`config.mk`:
```
export PLATFORM = sky130hd
export DESIGN_NAME = ip_address_text_validator_unit
export DESIGN_NICKNAME = d
export VERILOG_FILES = /design/src/rtl/ipav_pkg.sv /design/src/rtl/ipav_classify.sv /design/src/rtl/ipav_fifo.sv /design/src/rtl/ipav_scan.sv /design/src/rtl/ip_address_text_validator_unit.sv
export VERILOG_INCLUDE_DIRS = /design/src /design/src/rtl
export SDC_FILE = /design/constraint.sdc
export NUM_CORES = 1
export LEC_CHECK = 0
export BUFFER_PORTS_ARGS = -buffer_cell sky130_fd_sc_hd__buf_2
export CORE_ASPECT_RATIO = 1.75
export CORE_MARGIN = 2
export CORE_UTILIZATION = 45
export DETAILED_ROUTE_END_ITERATION = 8
export GPL_ROUTABILITY_DRIVEN = 0
export PLACE_DENSITY = 0.59
export SYNTH_ARGS = -nofsm -noshare
export SYNTH_HDL_FRONTEND = slang
export SYNTH_SLANG_ARGS = --single-unit
```
`constraint.sdc`:
```
create_clock -name clk -period 5.85 [get_ports clk]
set_input_delay 0.2925 -clock clk [delete_from_list [all_inputs] [get_ports clk]]
set_output_delay 0.2925 -clock clk [all_outputs]
set_load 0.01 [all_outputs]
```
`src/rtl/ip_address_text_validator_unit_assert.svh`:
```
// ----------------------------------------------------------------------------
// ip_address_text_validator_unit_assert.svh
// Assertion macros for the address text validator. The macros sample on clk
// of the module that uses them; the first one is also gated by rst.
// ----------------------------------------------------------------------------
`ifndef IP_ADDRESS_TEXT_VALIDATOR_UNIT_ASSERT_SVH
`define IP_ADDRESS_TEXT_VALIDATOR_UNIT_ASSERT_SVH

`ifndef NO_ASSERTIONS
// checked outside reset only
`define IPAV_ASSERT(lbl, prop, msg) \
  lbl: assert property (@(posedge clk) disable iff (rst) prop) else $error(msg);
// checked during reset as well
`define IPAV_ASSERT_RST(lbl, prop, msg) \
  lbl: assert property (@(posedge clk) prop) else $error(msg);
`else
`define IPAV_ASSERT(lbl, prop, msg)
`define IPAV_ASSERT_RST(lbl, prop, msg)
`endif

`endif

```
`src/rtl/ipav_pkg.sv`:
```
// ----------------------------------------------------------------------------
// ipav_pkg
// Types and constants shared by the address text validator modules.
// ----------------------------------------------------------------------------
package ipav_pkg;

  localparam logic [7:0] CHAR_DOT   = 8'h2E;
  localparam logic [7:0] CHAR_COLON = 8'h3A;
  localparam logic [7:0] CHAR_DIG0  = 8'h30;
  localparam logic [7:0] CHAR_DIG9  = 8'h39;
  localparam logic [7:0] CHAR_LA    = 8'h61;
  localparam logic [7:0] CHAR_LF    = 8'h66;
  localparam logic [7:0] CHAR_UA    = 8'h41;
  localparam logic [7:0] CHAR_UF    = 8'h46;

  localparam int DOT_W    = 3;
  localparam int COLON_W  = 4;
  localparam int LEN4_W   = 3;
  localparam int LEN6_W   = 3;
  localparam int VAL4_W   = 10;

  localparam logic [DOT_W-1:0]   DOT_SAT     = 3'd4;
  localparam logic [DOT_W-1:0]   DOT_NEED    = 3'd3;
  localparam logic [COLON_W-1:0] COLON_SAT   = 4'd8;
  localparam logic [COLON_W-1:0] COLON_NEED  = 4'd7;
  localparam logic [LEN4_W-1:0]  LEN4_SAT    = 3'd4;
  localparam logic [LEN4_W-1:0]  LEN4_MAX    = 3'd3;
  localparam logic [LEN6_W-1:0]  LEN6_SAT    = 3'd5;
  localparam logic [LEN6_W-1:0]  LEN6_MAX    = 3'd4;
  localparam logic [VAL4_W-1:0]  VAL4_MAX    = 10'd255;
  localparam logic [VAL4_W-1:0]  VAL4_RADIX  = 10'd10;

  // byte queue between front and back
  localparam int QDEPTH  = 4;
  localparam int QPTR_W  = $clog2(QDEPTH);
  localparam int QCNT_W  = $clog2(QDEPTH + 1);

  // result buffer in the back end
  localparam int OB_DEPTH = 2;
  localparam int OB_CNT_W = $clog2(OB_DEPTH + 1);

  typedef enum logic [1:0] {
    KIND_NEITHER = 2'd0,
    KIND_V4      = 2'd1,
    KIND_V6      = 2'd2
  } kind_t;

  // classified byte
  typedef struct packed {
    logic       last;
    logic       is_dot;
    logic       is_colon;
    logic       is_dec;
    logic       is_hex;
    logic [3:0] digit;
  } tok_t;

endpackage

```
`src/rtl/ipav_classify.sv`:
```
// ----------------------------------------------------------------------------
// ipav_classify
// Front end: sorts one text byte into separator / decimal / hex classes.
// ----------------------------------------------------------------------------
module ipav_classify (
  input  logic [7:0]    char_code,
  input  logic          last,
  output ipav_pkg::tok_t tok
);
  import ipav_pkg::*;

  logic dec;

  assign dec = (char_code >= CHAR_DIG0) && (char_code <= CHAR_DIG9);

  always_comb begin
    tok.last     = last;
    tok.is_dot   = (char_code == CHAR_DOT);
    tok.is_colon = (char_code == CHAR_COLON);
    tok.is_dec   = dec;
    tok.is_hex   = dec || ((char_code >= CHAR_LA) && (char_code <= CHAR_LF))
                       || ((char_code >= CHAR_UA) && (char_code <= CHAR_UF));
    tok.digit    = char_code[3:0];
  end

endmodule

```
`src/rtl/ipav_fifo.sv`:
```
// ----------------------------------------------------------------------------
// ipav_fifo
// Short queue of classified bytes between the front and back ends.
// ----------------------------------------------------------------------------
module ipav_fifo (
  input  logic           clk,
  input  logic           rst,
  input  logic           wr,
  input  ipav_pkg::tok_t wr_tok,
  output logic           q_full,
  input  logic           rd,
  output ipav_pkg::tok_t rd_tok,
  output logic           q_empty
);
  import ipav_pkg::*;

  tok_t              mem [QDEPTH];
  logic [QPTR_W-1:0] wr_ptr;
  logic [QPTR_W-1:0] rd_ptr;
  logic [QCNT_W-1:0] count;

  assign q_full  = (count == QCNT_W'(QDEPTH));
  assign q_empty = (count == '0);
  assign rd_tok  = mem[rd_ptr];

  always_ff @(posedge clk) begin
    if (wr) begin
      mem[wr_ptr] <= wr_tok;
    end
  end

  always_ff @(posedge clk) begin
    if (rst) begin
      wr_ptr <= '0;
      rd_ptr <= '0;
      count  <= '0;
    end else begin
      if (wr) begin
        wr_ptr <= wr_ptr + 1'b1;
      end
      if (rd) begin
        rd_ptr <= rd_ptr + 1'b1;
      end
      unique case ({wr, rd})
        2'b10:   count <= count + 1'b1;
        2'b01:   count <= count - 1'b1;
        default: count <= count;
      endcase
    end
  end

endmodule

```
`src/rtl/ipav_scan.sv`:
```
// ----------------------------------------------------------------------------
// ipav_scan
// Back end: runs both address readings over the byte stream and buffers the
// verdict for each string.
// ----------------------------------------------------------------------------
module ipav_scan (
  input  logic            clk,
  input  logic            rst,
  input  logic            tok_valid,
  input  ipav_pkg::tok_t  tok,
  output logic            tok_pop,
  output ipav_pkg::kind_t kind_out,
  output logic            kind_empty,
  input  logic            kind_pop
);
  import ipav_pkg::*;

  logic [DOT_W-1:0]    dot_count,   dot_next;
  logic [COLON_W-1:0]  colon_count, colon_next;
  logic                v4_ok,       v4_ok_next;
  logic                v6_ok,       v6_ok_next;
  logic [LEN4_W-1:0]   len4,        len4_next;
  logic [VAL4_W-1:0]   val4,        val4_next;
  logic                fz4,         fz4_next;
  logic [LEN6_W-1:0]   len6,        len6_next;

  kind_t               ob [OB_DEPTH];
  kind_t               ob_next [OB_DEPTH];
  logic [OB_CNT_W-1:0] ob_cnt, ob_cnt_next;

  logic  do_pop;
  logic  v4_fin, v6_fin;
  kind_t verdict;

  function automatic logic v4_good(input logic [LEN4_W-1:0] len,
                                   input logic [VAL4_W-1:0] val,
                                   input logic fz);
    return (len >= 3'd1) && (len <= LEN4_MAX) && (val <= VAL4_MAX) &&
           !(fz && (len != 3'd1));
  endfunction

  function automatic logic v6_good(input logic [LEN6_W-1:0] len);
    return (len >= 3'd1) && (len <= LEN6_MAX);
  endfunction

  assign do_pop     = kind_pop && (ob_cnt != '0);
  assign kind_empty = (ob_cnt == '0);
  assign kind_out   = ob[0];
  // a final byte needs a free result slot, counting one leaving this cycle
  assign tok_pop    = tok_valid &&
                      (!tok.last || (ob_cnt != OB_CNT_W'(OB_DEPTH)) || do_pop);

  // per-byte update of both readings
  always_comb begin
    dot_next   = dot_count;
    colon_next = colon_count;
    v4_ok_next = v4_ok;
    v6_ok_next = v6_ok;
    len4_next  = len4;
    val4_next  = val4;
    fz4_next   = fz4;
    len6_next  = len6;

    if (tok.is_dot) begin
      if (!v4_good(len4, val4, fz4)) begin
        v4_ok_next = 1'b0;
      end
      len4_next = '0;
      val4_next = '0;
      fz4_next  = 1'b0;
      if (dot_count < DOT_SAT) begin
        dot_next = dot_count + 1'b1;
      end
    end else if (tok.is_dec) begin
      if (len4 == '0) begin
        fz4_next = (tok.digit == 4'd0);
      end
      if (len4 < LEN4_MAX) begin
        val4_next = VAL4_W'(val4 * VAL4_RADIX) + VAL4_W'(tok.digit);
      end
      if (len4 < LEN4_SAT) begin
        len4_next = len4 + 1'b1;
      end
    end else begin
      v4_ok_next = 1'b0;
    end

    if (tok.is_colon) begin
      if (!v6_good(len6)) begin
        v6_ok_next = 1'b0;
      end
      len6_next = '0;
      if (colon_count < COLON_SAT) begin
        colon_next = colon_count + 1'b1;
      end
    end else if (tok.is_hex) begin
      if (len6 < LEN6_SAT) begin
        len6_next = len6 + 1'b1;
      end
    end else begin
      v6_ok_next = 1'b0;
    end
  end

  // verdict after closing the open groups
  assign v4_fin = v4_ok_next && v4_good(len4_next, val4_next, fz4_next);
  assign v6_fin = v6_ok_next && v6_good(len6_next);

  always_comb begin
    priority if (dot_next == DOT_NEED) begin
      verdict = v4_fin ? KIND_V4 : KIND_NEITHER;
    end else if (colon_next == COLON_NEED) begin
      verdict = v6_fin ? KIND_V6 : KIND_NEITHER;
    end else begin
      verdict = KIND_NEITHER;
    end
  end

  // result buffer: head at slot 0
  always_comb begin
    logic [OB_CNT_W-1:0] base;
    base = ob_cnt - OB_CNT_W'(do_pop);
    for (int i = 0; i < OB_DEPTH - 1; i++) begin
      ob_next[i] = do_pop ? ob[i + 1] : ob[i];
    end
    ob_next[OB_DEPTH - 1] = ob[OB_DEPTH - 1];
    if (tok_pop && tok.last) begin
      ob_next[base[OB_CNT_W-2:0]] = verdict;
    end
    ob_cnt_next = base + OB_CNT_W'(tok_pop && tok.last);
  end

  always_ff @(posedge clk) begin
    for (int i = 0; i < OB_DEPTH; i++) begin
      ob[i] <= ob_next[i];
    end
  end

  always_ff @(posedge clk) begin
    if (rst) begin
      ob_cnt      <= '0;
      dot_count   <= '0;
      colon_count <= '0;
      v4_ok       <= 1'b1;
      v6_ok       <= 1'b1;
      len4        <= '0;
      val4        <= '0;
      fz4         <= 1'b0;
      len6        <= '0;
    end else begin
      ob_cnt <= ob_cnt_next;
      if (tok_pop) begin
        if (tok.last) begin
          dot_count   <= '0;
          colon_count <= '0;
          v4_ok       <= 1'b1;
          v6_ok       <= 1'b1;
          len4        <= '0;
          val4        <= '0;
          fz4         <= 1'b0;
          len6        <= '0;
        end else begin
          dot_count   <= dot_next;
          colon_count <= colon_next;
          v4_ok       <= v4_ok_next;
          v6_ok       <= v6_ok_next;
          len4        <= len4_next;
          val4        <= val4_next;
          fz4         <= fz4_next;
          len6        <= len6_next;
        end
      end
    end
  end

endmodule

```
`src/rtl/ip_address_text_validator_unit.sv`:
```
// ----------------------------------------------------------------------------
// ip_address_text_validator_unit
// Checks an address string, one byte per request, as IPv4 and IPv6 at once.
// ----------------------------------------------------------------------------
// Takes one byte per clock while full is low: each byte is classified
// on entry and parked in a four-entry queue, and the scanner behind it
// updates both readings as it takes each byte, one byte per cycle but
// for holding a final byte while the result buffer is full. Only the
// byte flagged last yields a result (0 neither, 1 IPv4, 2 IPv6); it is
// written into the buffer as the scanner takes that byte and shows on
// address_kind once at its head; up to two results wait while pop is low.
`include "ip_address_text_validator_unit_assert.svh"

module ip_address_text_validator_unit (
  input  logic       clk,
  input  logic       rst,
  input  logic [7:0] char_code,
  input  logic       last,
  input  logic       push,
  output logic       full,
  output logic [1:0] address_kind,
  output logic       empty,
  input  logic       pop
);
  import ipav_pkg::*;

  tok_t  in_tok;
  tok_t  q_tok;
  logic  q_empty;
  logic  q_full;
  logic  tok_pop;
  kind_t kind;

  ipav_classify u_classify (
    .char_code (char_code),
    .last      (last),
    .tok       (in_tok)
  );

  ipav_fifo u_fifo (
    .clk     (clk),
    .rst     (rst),
    .wr      (push && !q_full),
    .wr_tok  (in_tok),
    .q_full  (q_full),
    .rd      (tok_pop),
    .rd_tok  (q_tok),
    .q_empty (q_empty)
  );

  ipav_scan u_scan (
    .clk        (clk),
    .rst        (rst),
    .tok_valid  (!q_empty),
    .tok        (q_tok),
    .tok_pop    (tok_pop),
    .kind_out   (kind),
    .kind_empty (empty),
    .kind_pop   (pop)
  );

  assign full         = q_full;
  assign address_kind = kind;

  `IPAV_ASSERT_RST(a_reset_clears, rst |=> (empty && !full), "reset left items queued")
  `IPAV_ASSERT(a_push_lands, (push && !full) |=> !q_empty, "accepted byte missing from queue")
  `IPAV_ASSERT(a_pop_nonempty, tok_pop |-> !q_empty, "scanner read an empty queue")

endmodule

```
Yosys cells after proc, flatten, opt, wreduce, memory -nomap -nowiden:

Memory sizes are Yosys's and may differ from the RTL's. A register that Yosys moved wholly into a read port is not among the register bits.
Cells that the tools add are included.
W data, S select, Z words.

* bits in registers: 35
* memories kept: 2
* memory bits (writable): 40
* input bits: 13
* output and inout bits: 4
* logic and storage cells: 139

* add/subtract/negate cells: 11
* bitwise logic cells: 1
* reductions and logical operators: 35
* multipliers: 1
* equality and inequality tests: 10
* multiplexer cells: 44
* magnitude comparators: 23

Memory list
* u_fifo.mem: depth 4, width 9, rd ports 1, clocked after Yosys merged registers in 1, wr ports 1, line ipav_fifo.sv:17 `tok_t mem [QDEPTH];`
* u_scan.ob: depth 2, width 2, rd ports 2, clocked after Yosys merged registers in 0, wr ports 2, line ipav_scan.sv:27 `kind_t ob [OB_DEPTH];`

Operator list (number)
* $mux W10: 4
* $mux W3: 11
* $le A10 B8 Y1 const B: 2
* $logic_and A1 B1 Y1: 20
* $eq A8 B6 Y1 const B: 2
* $ge A8 B7 Y1 const B: 2
* $le A8 B7 Y1 const B: 2
* $mux W4: 4
* $mux W1: 15
* $mux W2: 7
* $add A3 B1 Y3 const B: 4
* $ge A3 B1 Y1 const B: 4
* $add A10 B4 Y10: 1
* $mul A10 B3 Y9 const B: 1
* $lt A3 B3 Y1 const B: 3
* $ge A8 B6 Y1 const B: 1
* $le A8 B6 Y1 const B: 1
* $le A3 B2 Y1 const B: 2
* $le A3 B3 Y1 const B: 2
* $logic_not A3 Y1: 2
* $ne A3 B1 Y1 const B: 2
* $pmux W3 S2: 1
* $logic_not A1 Y1: 5
* $add A2 B1 Y2 const B: 2
* 21 further kinds: 25

Depth between registers and ports, before layout:

Gate-level depths: netlist of run 1.

* depth in word-level cells: 13
* mapped depth: 11
* depth with buffers taken out: 11

By module:

From an unflattened synthesis of run 1, not the netlist that was laid out.

* cell total of the unflattened synthesis: 375
* area total of the unflattened synthesis: 4076.4 µm²

By module, submodules not included
* ipav_scan: times used 1, area an instance 2184.6 µm², seq. area each 660.6 µm², cells each 260
* ipav_fifo: times used 1, area an instance 1734.2 µm², seq. area each 1261.2 µm², cells each 94
* ipav_classify: times used 1, area an instance 140.1 µm², seq. area each 0.0 µm², cells each 19
* ip_address_text_validator_unit: times used 1, area an instance 17.5 µm², seq. area each 0.0 µm², cells each 2

Least setup slack after synthesis of run 1:

No wires, ideal clock.

* path type: reg-to-reg
* from: register with a tool-made name
* to: register with a tool-made name
* setup time: 0.133 ns
* period minus slack after synthesis: 2.836 ns
* arrival time: 2.703 ns
* stages on the path, launching flop included: 12
* setup slack: 3.014 ns
* path buffers: 1
* required time: 5.717 ns
* path through: dfxtp_1 -> buf_6 -> mux4_2 -> ha_1 -> fa_1 -> a21o_1 -> nand2_1 -> nor3_1 -> nand3_1 -> xnor3_1 -> o21ai_0 -> o2111a_1

==> results of run 1 <==
-- per-stage QoR --
step	instance area [sq um]	hold WS [ps]
finish	4450	184
global route	4450	184
CTS	4450	171
detailed placement	4190	455
global placement	4190	457
floorplan	4040	391
-- worst max-delay path, cell delays in order, from the launching register on --
cell and delay, ps:
dfxtp_1 660, mux4_2 580, ha_1 220, fa_1 410, a21o_1 170, nand2_1 100, nor3_1 80, nand3_1 100
xnor3_1 300, o21ai_0 310, o2111a_1 250
-- where the power goes --
| group | total, mW | internal (mW) | switching, mW |
|---|---|---|---|
| combinational | 0.785 | 0.333 | 0.451 |
| sequential | 0.744 | 0.663 | 0.0806 |
| clock | 0.495 | 0.288 | 0.207 |
-- cells by family (layout without fill, tap and decap cells) --
logic type                 after synthesis  after routing  synth area share [%]
and+or+nand+nor                        118            118                  15.3
DFF                                     77             77                  47.6
AOI/OAI and AO/OA                       67             67                  10.5
buffers and inverters                   35             53                  3.96
adders and majority gates               32             32                  10.5
muxes                                   22             22                  7.78
xor gates and xnor gates                19             19                  4.46
-- routing by layer --
metal	up-vias	global-route usage [%]	share of wire, %
met3	10	4.43	2.3
met4	0	7.53	2.0
li1	1356	-	-
met2	27	29.5	54
met1	1277	19.5	42
met5	-	0	0
-- layout by cell type (no fill, tap or decap), types with 5 or more instances in the layout --
cell and n:
nor3b_1 6, and2_1 5, nand3_1 5, a21oi_1 20
nor4_1 5, xor2_1 11, nor2_1 43, ha_1 29
dfxtp_1 39, nor3_1 8, xnor2_1 7, inv_1 20
mux2i_1 10, mux4_2 7, edfxtp_1 38, nor2b_1 6
clkbuf_16 9, nand2_1 15, buf_2 16, o21ai_0 19
or3_1 5
-- worst paths after layout --
| path | startpoint | end | slack (ps) |
|---|---|---|---|
| max | register | register | 2510 |
| min | last | u_fifo.mem[2][8] | 180 |
| max reg2reg | register | register | 2510 |
| min reg2reg | u_scan.v6_ok | u_scan.v6_ok | 470 |
-- registers in the layout (all words and copies together) (netlist names), named ones only --
register,cells
u_fifo.mem,36
u_scan.v6_ok,1
u_fifo.count,3
u_fifo.rd_ptr,2
u_scan.v4_ok,1
u_scan.colon_count,4
u_scan.dot_count,3
u_fifo.wr_ptr,2
u_scan.len4,3
u_scan.ob_cnt,2
u_scan.val4,10
u_scan.len6,3
u_scan.ob,2
u_scan.fz4,1
-- final cells by class --
| class | count | area [sq um] | area share [%] |
|---|---|---|---|
| clock buffer | 12 | 238 | 5.34 |
| clock inverter | 4 | 25.0 | 0.562 |
| inverter | 21 | 83.8 | 1.88 |
| multi-input combinational | 258 | 1960 | 44.0 |
| sequential | 77 | 1920 | 43.2 |
| tap | 117 | 146 | 3.29 |
| timing repair buffer | 16 | 80.1 | 1.80 |
==> metrics.txt, run 1 <==
Post-CTS Hold Fix Bufs 0; cts repair resizes 0; Post-CTS Setup Inserts 0; pwr dens 455 nW/um^2; clk slew on worst S/H paths 60 ps; Syn. warnings 0; Detail Route Antenna Nets 0; Synth top cells by count nor2_1, dfxtp_1, edfxtp_1; core area roughly 8700 sq um; Synth Cell Area 4040 sq um; most common cell in the netlist nor2_1; top-area cell type share of the netlist area 28.3%; ranking of synthesized cells by area edfxtp_1, dfxtp_1, ha_1, nor2_1, mux4_2; Post-synth ARST share 0%; ANT cells 0; DRT Wirelength just over 7000 microns; global route total overflow 0; CTS root buf clkbuf_16; worst slack, placed ~2500 ps; DIE WIDTH 75.6 microns; Util after Layout between 50% and 60%; Design Power between 2 and 2.5 mW; max_slew headroom a little under two thirds; Skew-Pair Late Insertion Delay 330 ps; maximum VDD drop roughly 0.22 mV; DR vias around 2700; global-route wire length before repair 12400 microns; largest net degree at the start of global routing 28; worst path required time 6050 ps; status finished, final reports clean; vias in the first global route 2606; CTS tree built; Crit Path Class register to register; CP max FO 10; CTS buffer count 9; CTS sink count a little under 80; Worst setup EP type register; average size of a mapped cell 10.9 sq um; Worst Max-Slew Pin Slew ~540 ps; Startpoint Class register; layout cells sized above 1 between 10 and 15%; Post-synth top flop dfxtp_1; final setup fails 0; number of max-cap violations 0; initial detailed-routing violation count 77; cell taking the most area after synthesis edfxtp_1; die area a little under 10000 sq um; Final Non-Filler Cells 505; Rows 45; Setup WS post-layout ~2500 ps; Synth Register Bits 77; Fin. Hold Viols 0; Synth cell types 56; chip height 129 microns; post-DR wirelength/cell between 10 and 15 microns; period utilisation layout a little under three fifths; Final min period about 3300 ps; clk_skew between 5 and 6 ps; initial antenna violation count 0; Port Buf Inserts 16; fillers between 700 and 800; hold path cells 1; H-tree Lvls 3; All-Layer GR Usage about 17%; FF-to-FF path depth 10; setup TNS 0 ps; starting density of the core between 40% and 50%; Clock Tree Buf Depth 2; Area growth syn-to-layout 10.2%; critical path arrival approximately 3500 ps; Inst Count DP just under 500; max-slew violation count 0; Hold Crit Class input pin to register; drt pass-1 iters 4; Top Ports 17; DRC 0; Mapped Nets 415; Vias/cell ~5.3; RSZ-0062 raised after global routing no; fmax roughly 0.30 GHz; fin nets 428; Mapped Cells 370; Post-synth EDFFs 38; post-synthesis sequential area ratio roughly 48%; post-DP HPWL 5440 microns; static leakage 1.72 nW
(Power assumes the default switching activity.)
==> run 2, diff against run 1 <==
==> constraint.sdc (replaced) <==
create_clock -name clk -period 3.5 [get_ports clk]
set_input_delay 0.175 -clock clk [delete_from_list [all_inputs] [get_ports clk]]
set_output_delay 0.175 -clock clk [all_outputs]
set_load 0.01 [all_outputs]
==> run 2 against run 1 <==
Effect of this change: register-to-register slack got worse by 2100 ps; sequential power rose by 64%; critical path depth fell by 1; largest power group unchanged; die area did not move; final area rose by 0.56%.
==> metrics.txt, run 2 (synthesis results as in run 1) <==
status finished, final reports clean; vias in the first global route 2738 (+5.1%); RSZ-0062 raised after global routing no; critical path arrival 3260 ps (-280 ps); Util after Layout 51.3% (+0.29 points); combinational share of power 39.7% (+0.9 points); worst slack, placed 477 ps (-2040 ps); sequential power share 35.6% (-1.2 points); Vias/cell 5.31 (+0.39%); largest net degree at the start of global routing 28 (unchanged); Final Non-Filler Cells 507 (+0.40%); ANT cells 0 (unchanged); Startpoint Class register; static leakage 1.73 nW (+0.54%); DRT Wirelength 7550 microns (+4.0%); initial detailed-routing violation count 82 (+6.5%); H-tree Lvls 3 (unchanged); final setup fails 0 (unchanged); CTS root buf clkbuf_16; fmax 0.326 GHz (+8.9%); CP max FO 4 (-6); DR vias 2691 (+0.79%); cts repair resizes 0 (unchanged); fin nets 430 (+0.47%); layout cells sized above 1 13.8% (+0.44 points); Detail Route Antenna Nets 0 (unchanged); clk slew on worst S/H paths 60 ps (about the same); commonest cells after routing, fill and taps aside nor2_1, dfxtp_1, edfxtp_1; starting density of the core 46.3% (unchanged); Clock Tree Buf Depth 2 (unchanged); global route total overflow 0 (unchanged); Worst setup EP type register; reg-to-reg slack, setup 430 ps (-2080 ps); Inst Count DP 491 (+0.41%); commonest non-fill, non-tap cell in the layout nor2_1; chip height 129 microns (unchanged); post-DP HPWL 5630 microns (+3.5%); max-slew violation count 0 (unchanged); All-Layer GR Usage 17.7% (+0.50 points); number of max-cap violations 0 (unchanged); global-route wire length before repair 13000 microns (+4.4%); Final min period 3070 ps (-273 ps); Psw 1.25 mW (+69%); fillers 775 (unchanged); max reg flops 36 (unchanged); initial antenna violation count 0 (unchanged); drt pass-1 iters 4 (unchanged); Sw Ratio 36.4% (-0.061 points); pwr dens 765 nW/um^2 (+68%); worst path required time 3700 ps (-2350 ps); period utilisation layout 87.6% (+31 points); Rows 45 (unchanged); Area growth syn-to-layout 10.8%; Reg with most FFs u_fifo.mem; Post-CTS Setup Inserts 0 (unchanged); Port Buf Inserts 16 (unchanged); post-DR wirelength/cell 14.9 microns (+3.6%); CTS tree built; core area 8730 sq um (unchanged); Skew-Pair Late Insertion Delay 330 ps (about the same); Top Ports 17 (unchanged); max_slew headroom 64.1% (+0.43 points); CTS sink count 77 (unchanged); DIE WIDTH 75.6 microns (unchanged); Hold Crit Class input pin to register; die area 9780 sq um (unchanged); Setup WS post-layout 432 ps (-2080 ps); top flop regs u_fifo.mem: 36 flops, u_scan.val4: 10 flops, u_scan.colon_count: 4 flops; clk_skew 4.61 ps (-0.455 ps); Clock power frac 24.7% (+0.2 points); CTS buffer count 9 (unchanged); Post-CTS Hold Fix Bufs 0 (unchanged); Fin. Hold Viols 0 (unchanged); maximum VDD drop 0.481 mV (+120%); setup TNS 0 ps (unchanged); Internal 2.18 mW (+69%); Crit Path Class register to register; DRC 0 (unchanged); Worst Max-Slew Pin Slew 538 ps (-6.51 ps)
-- run 2: cell types whose count changed in the layout (fill, tap and decap cells not counted), sizes merged --
cell      change
clkinvlp      +1
inv           -1
buf           +2
-- run 2: through the flow --
stage / hold WS, ps / area [sq um] / total power, mW
floorplan: 274 / 4040 / 2.33
global placement: 390 / 4200 / 2.59
detailed placement: 394 / 4200 / 2.61
CTS: 48.3 / 4480 / 3.46
global route: 60.5 / 4480 / 3.68
finish: 58.4 / 4480 / 3.42
-- run 2: power by group through the flow --
stage / clock network (mW) / registers [mW] / logic (mW)
global placement: 0 / 1.23 / 1.36
detailed placement: 0 / 1.24 / 1.37
CTS: 0.863 / 1.22 / 1.38
global route: 0.893 / 1.24 / 1.54
finish: 0.846 / 1.22 / 1.36
floorplan: 0 / 1.19 / 1.14
-- run 2: cell type report --
cell class / instances / area (sq um) / area share (%)
inverter: 21 / 83.8 / 1.87
multi-input combinational: 258 / 1960 / 43.7
sequential: 77 / 1920 / 42.9
clock inverter: 4 / 26.3 / 0.587
timing repair buffer: 18 / 95.1 / 2.12
clock buffer: 12 / 246 / 5.51
tap: 117 / 146 / 3.27
-- run 2: layer usage --
layer | global-route usage (%) | part of all wire [%] | vias up | routed length, microns
met4 | 6.30 | 1.3 | 0 | 99
met3 | 4.20 | 1.9 | 5 | 140
met2 | 31.1 | 54 | 26 | 4110
li1 | - | - | 1365 | -
met1 | 20.3 | 42 | 1295 | 3200
met5 | 0 | 0 | - | 0
-- run 2: final timing paths --
kind,endpoint,startpoint,depth (start not counted)
worst max-delay path,register,register,9
worst min-delay path,u_fifo.mem[3][8],last,1
worst max register to register,register,register,9
worst min register to register,u_scan.v4_ok,u_scan.v4_ok,2
-- run 2: critical path, cell delays in order, from the launching register on --
cell and delay (ps):
dfxtp_1 430, mux4_2 550, ha_1 380, a21o_1 140
nand2_1 70, nor3_1 300, nand3_1 150, xnor3_1 360
o21ai_0 310, o2111a_1 240
==> run 3, diff against run 2 <==
--- a/config.mk
+++ b/config.mk
@@ -8,10 +8,10 @@
 export LEC_CHECK = 0
 export BUFFER_PORTS_ARGS = -buffer_cell sky130_fd_sc_hd__buf_2
 export CORE_ASPECT_RATIO = 1.75
-export CORE_MARGIN = 2
 export CORE_UTILIZATION = 45
 export DETAILED_ROUTE_END_ITERATION = 8
 export GPL_ROUTABILITY_DRIVEN = 0
+export HOLD_SLACK_MARGIN = 0.06
 export PLACE_DENSITY = 0.59
 export SYNTH_ARGS = -nofsm -noshare
 export SYNTH_HDL_FRONTEND = slang
==> run 3 against run 2 <==
Effect of this change: worst setup slack got worse by 27 ps; via count rose by 2.1%; worst hold slack improved by 40 ps; combinational power barely moved; wire length rose by 4.7%; critical path type unchanged; highest routed layer unchanged.
==> metrics.txt, run 3 (synthesis results as in run 1) <==
status finished, final reports clean; Detail Route Antenna Nets 0 (unchanged); hold path cells 1 (unchanged); fin nets 431 (+0.23%); post-DR wirelength/cell 15.5 microns (+4.4%); Clock Tree Buf Depth 2 (unchanged); Clock power frac 26.0% (+1.3 points); DR vias 2748 (+2.1%); Startpoint Class register; final setup fails 0 (unchanged); commonest non-fill, non-tap cell in the layout nor2_1; Top Ports 17 (unchanged); Rows 45 (unchanged); CTS sink count 77 (unchanged); Psw 1.29 mW (+3.7%); Vias/cell 5.41 (+1.9%); Worst setup EP type register; vias in the first global route 2756 (+0.66%); worst hold path startpoint char_code[0]; Area growth syn-to-layout 11.5%; max_slew headroom 64.1% (about the same); DIE WIDTH 73.6 microns (-2.6%); largest net degree at the start of global routing 28 (unchanged); clk_skew 7.00 ps (+2.39 ps); critical path, cell by cell mux4_2 > ha_1 > a21o_1 > nand2_1 > nor3_1 > nand3_1 > xnor3_1 > o21ai_0 > o2111a_1; starting density of the core 46.6% (+0.30 points); Worst Max-Slew Pin Slew 539 ps (+1.39 ps); chip height 127 microns (-1.5%); Hold Crit Class input pin to register; Crit Path Class register to register; Largest stage delay, worst path 560 ps (about the same); Final min period 3090 ps (+26.9 ps); hold-critical path endpoint u_fifo.mem[3][0]; global-route wire length before repair 13100 microns (+1.1%); global route total overflow 0 (unchanged); worst path required time 3710 ps (about the same); Skew-Pair Late Insertion Delay 340 ps (about the same); critical path arrival 3300 ps (+40 ps); H-tree Lvls 3 (unchanged); clk slew on worst S/H paths 60 ps (about the same); maximum VDD drop 0.364 mV (-24%); pwr dens 782 nW/um^2 (+2.3%); Crit-path slowest cell mux4_2; initial antenna violation count 0 (unchanged); post-DP HPWL 5780 microns (+2.5%); fmax 0.323 GHz (-0.87%); DRC 0 (unchanged); RSZ-0062 raised after global routing no; initial detailed-routing violation count 109 (+33%); ANT cells 0 (unchanged); DRT Wirelength 7900 microns (+4.7%); reg-to-reg slack, setup 410 ps (-30 ps); worst path bufs/invs 0 (unchanged); die area 9370 sq um (-4.2%); CP max FO 4 (unchanged); core area 8670 sq um (-0.65%); layout cells sized above 1 13.8% (-0.035 points); Util after Layout 51.9% (+0.65 points); setup TNS 0 ps (unchanged); drt pass-1 iters 4 (unchanged); All-Layer GR Usage 19.1% (+1.5 points); Port Buf Inserts 16 (unchanged); Fin. Hold Viols 0 (unchanged); commonest cells after routing, fill and taps aside nor2_1, dfxtp_1, edfxtp_1; CTS root buf clkbuf_16; FF-to-FF path depth 9 (unchanged); top flop regs u_fifo.mem: 36 flops, u_scan.val4: 10 flops, u_scan.colon_count: 4 flops; max reg flops 36 (unchanged); Reg with most FFs u_fifo.mem; number of max-cap violations 0 (unchanged); sequential power share 34.6% (-1.0 points); Internal 2.23 mW (+2.4%); static leakage 1.75 nW (+0.94%); combinational share of power 39.4% (-0.3 points); period utilisation layout 88.4% (+0.77 points); CTS buffer count 9 (unchanged); Sw Ratio 36.7% (+0.30 points); Final Non-Filler Cells 508 (+0.20%); CTS tree built; cts repair resizes 0 (unchanged); CP top delay family compound AO/OA/AOI/OAI gates; Inst Count DP 491 (unchanged); max-slew violation count 0 (unchanged)
run 3: what timing repair did:
item | in CTS | in global routing
hold buffers | 1 | 0
setup buffers | 0 | 0
hold endpoints to repair | 4 | 0
run 3: per-layer routing:
layer  global-route usage (%)  up-vias  routed length (microns)  share of wire (%)
li1                         -     1369                        -                  -
met1                     19.9     1309                     3030                 38
met2                     34.7       51                     4410                 56
met3                     3.71       19                      203                2.6
met4                     10.6        0                      256                3.2
met5                        0        -                        0                  0
run 3: per-stage QoR:
stage               power, mW  hold slack, ps  worst slack [ps]  cell area (sq um)
finish                   3.52            97.9               405               4500
global route             3.79             111               187               4500
CTS                      3.57            94.8               392               4500
detailed placement       2.64             409               466               4200
global placement         2.61             407               544               4200
floorplan                2.33             274               664               4040
run 3: worst max-delay path by stage:
stage	start	endpoint	slack, ps	cells after the start
floorplan	register	register	660	11
global placement	register	register	540	9
detailed placement	register	register	470	9
CTS	register	register	390	9
global route	register	register	190	9
finish	register	register	410	9
run 3: area by class of cell:
| cell class | count | area [sq um] |
|---|---|---|
| multi-input cells | 258 | 1960 |
| clock inverters | 7 | 65.1 |
| flip-flops and latches | 77 | 1920 |
| repair buffers | 19 | 105 |
| inverters | 21 | 83.8 |
| fillers | 803 | 4170 |
| clock buffers | 9 | 225 |
| well taps | 117 | 146 |
run 3: power by group through the flow:
| stage | Sequential, mW | Clock [mW] | Combinational (mW) |
|---|---|---|---|
| 3_3_place_gp | 1.23 | 0 | 1.37 |
| 4_1_cts | 1.22 | 0.932 | 1.41 |
| 5_1_grt | 1.24 | 0.963 | 1.58 |
| 2_1_floorplan | 1.19 | 0 | 1.14 |
| 3_5_place_dp | 1.24 | 0 | 1.40 |
| 6_report | 1.22 | 0.915 | 1.39 |
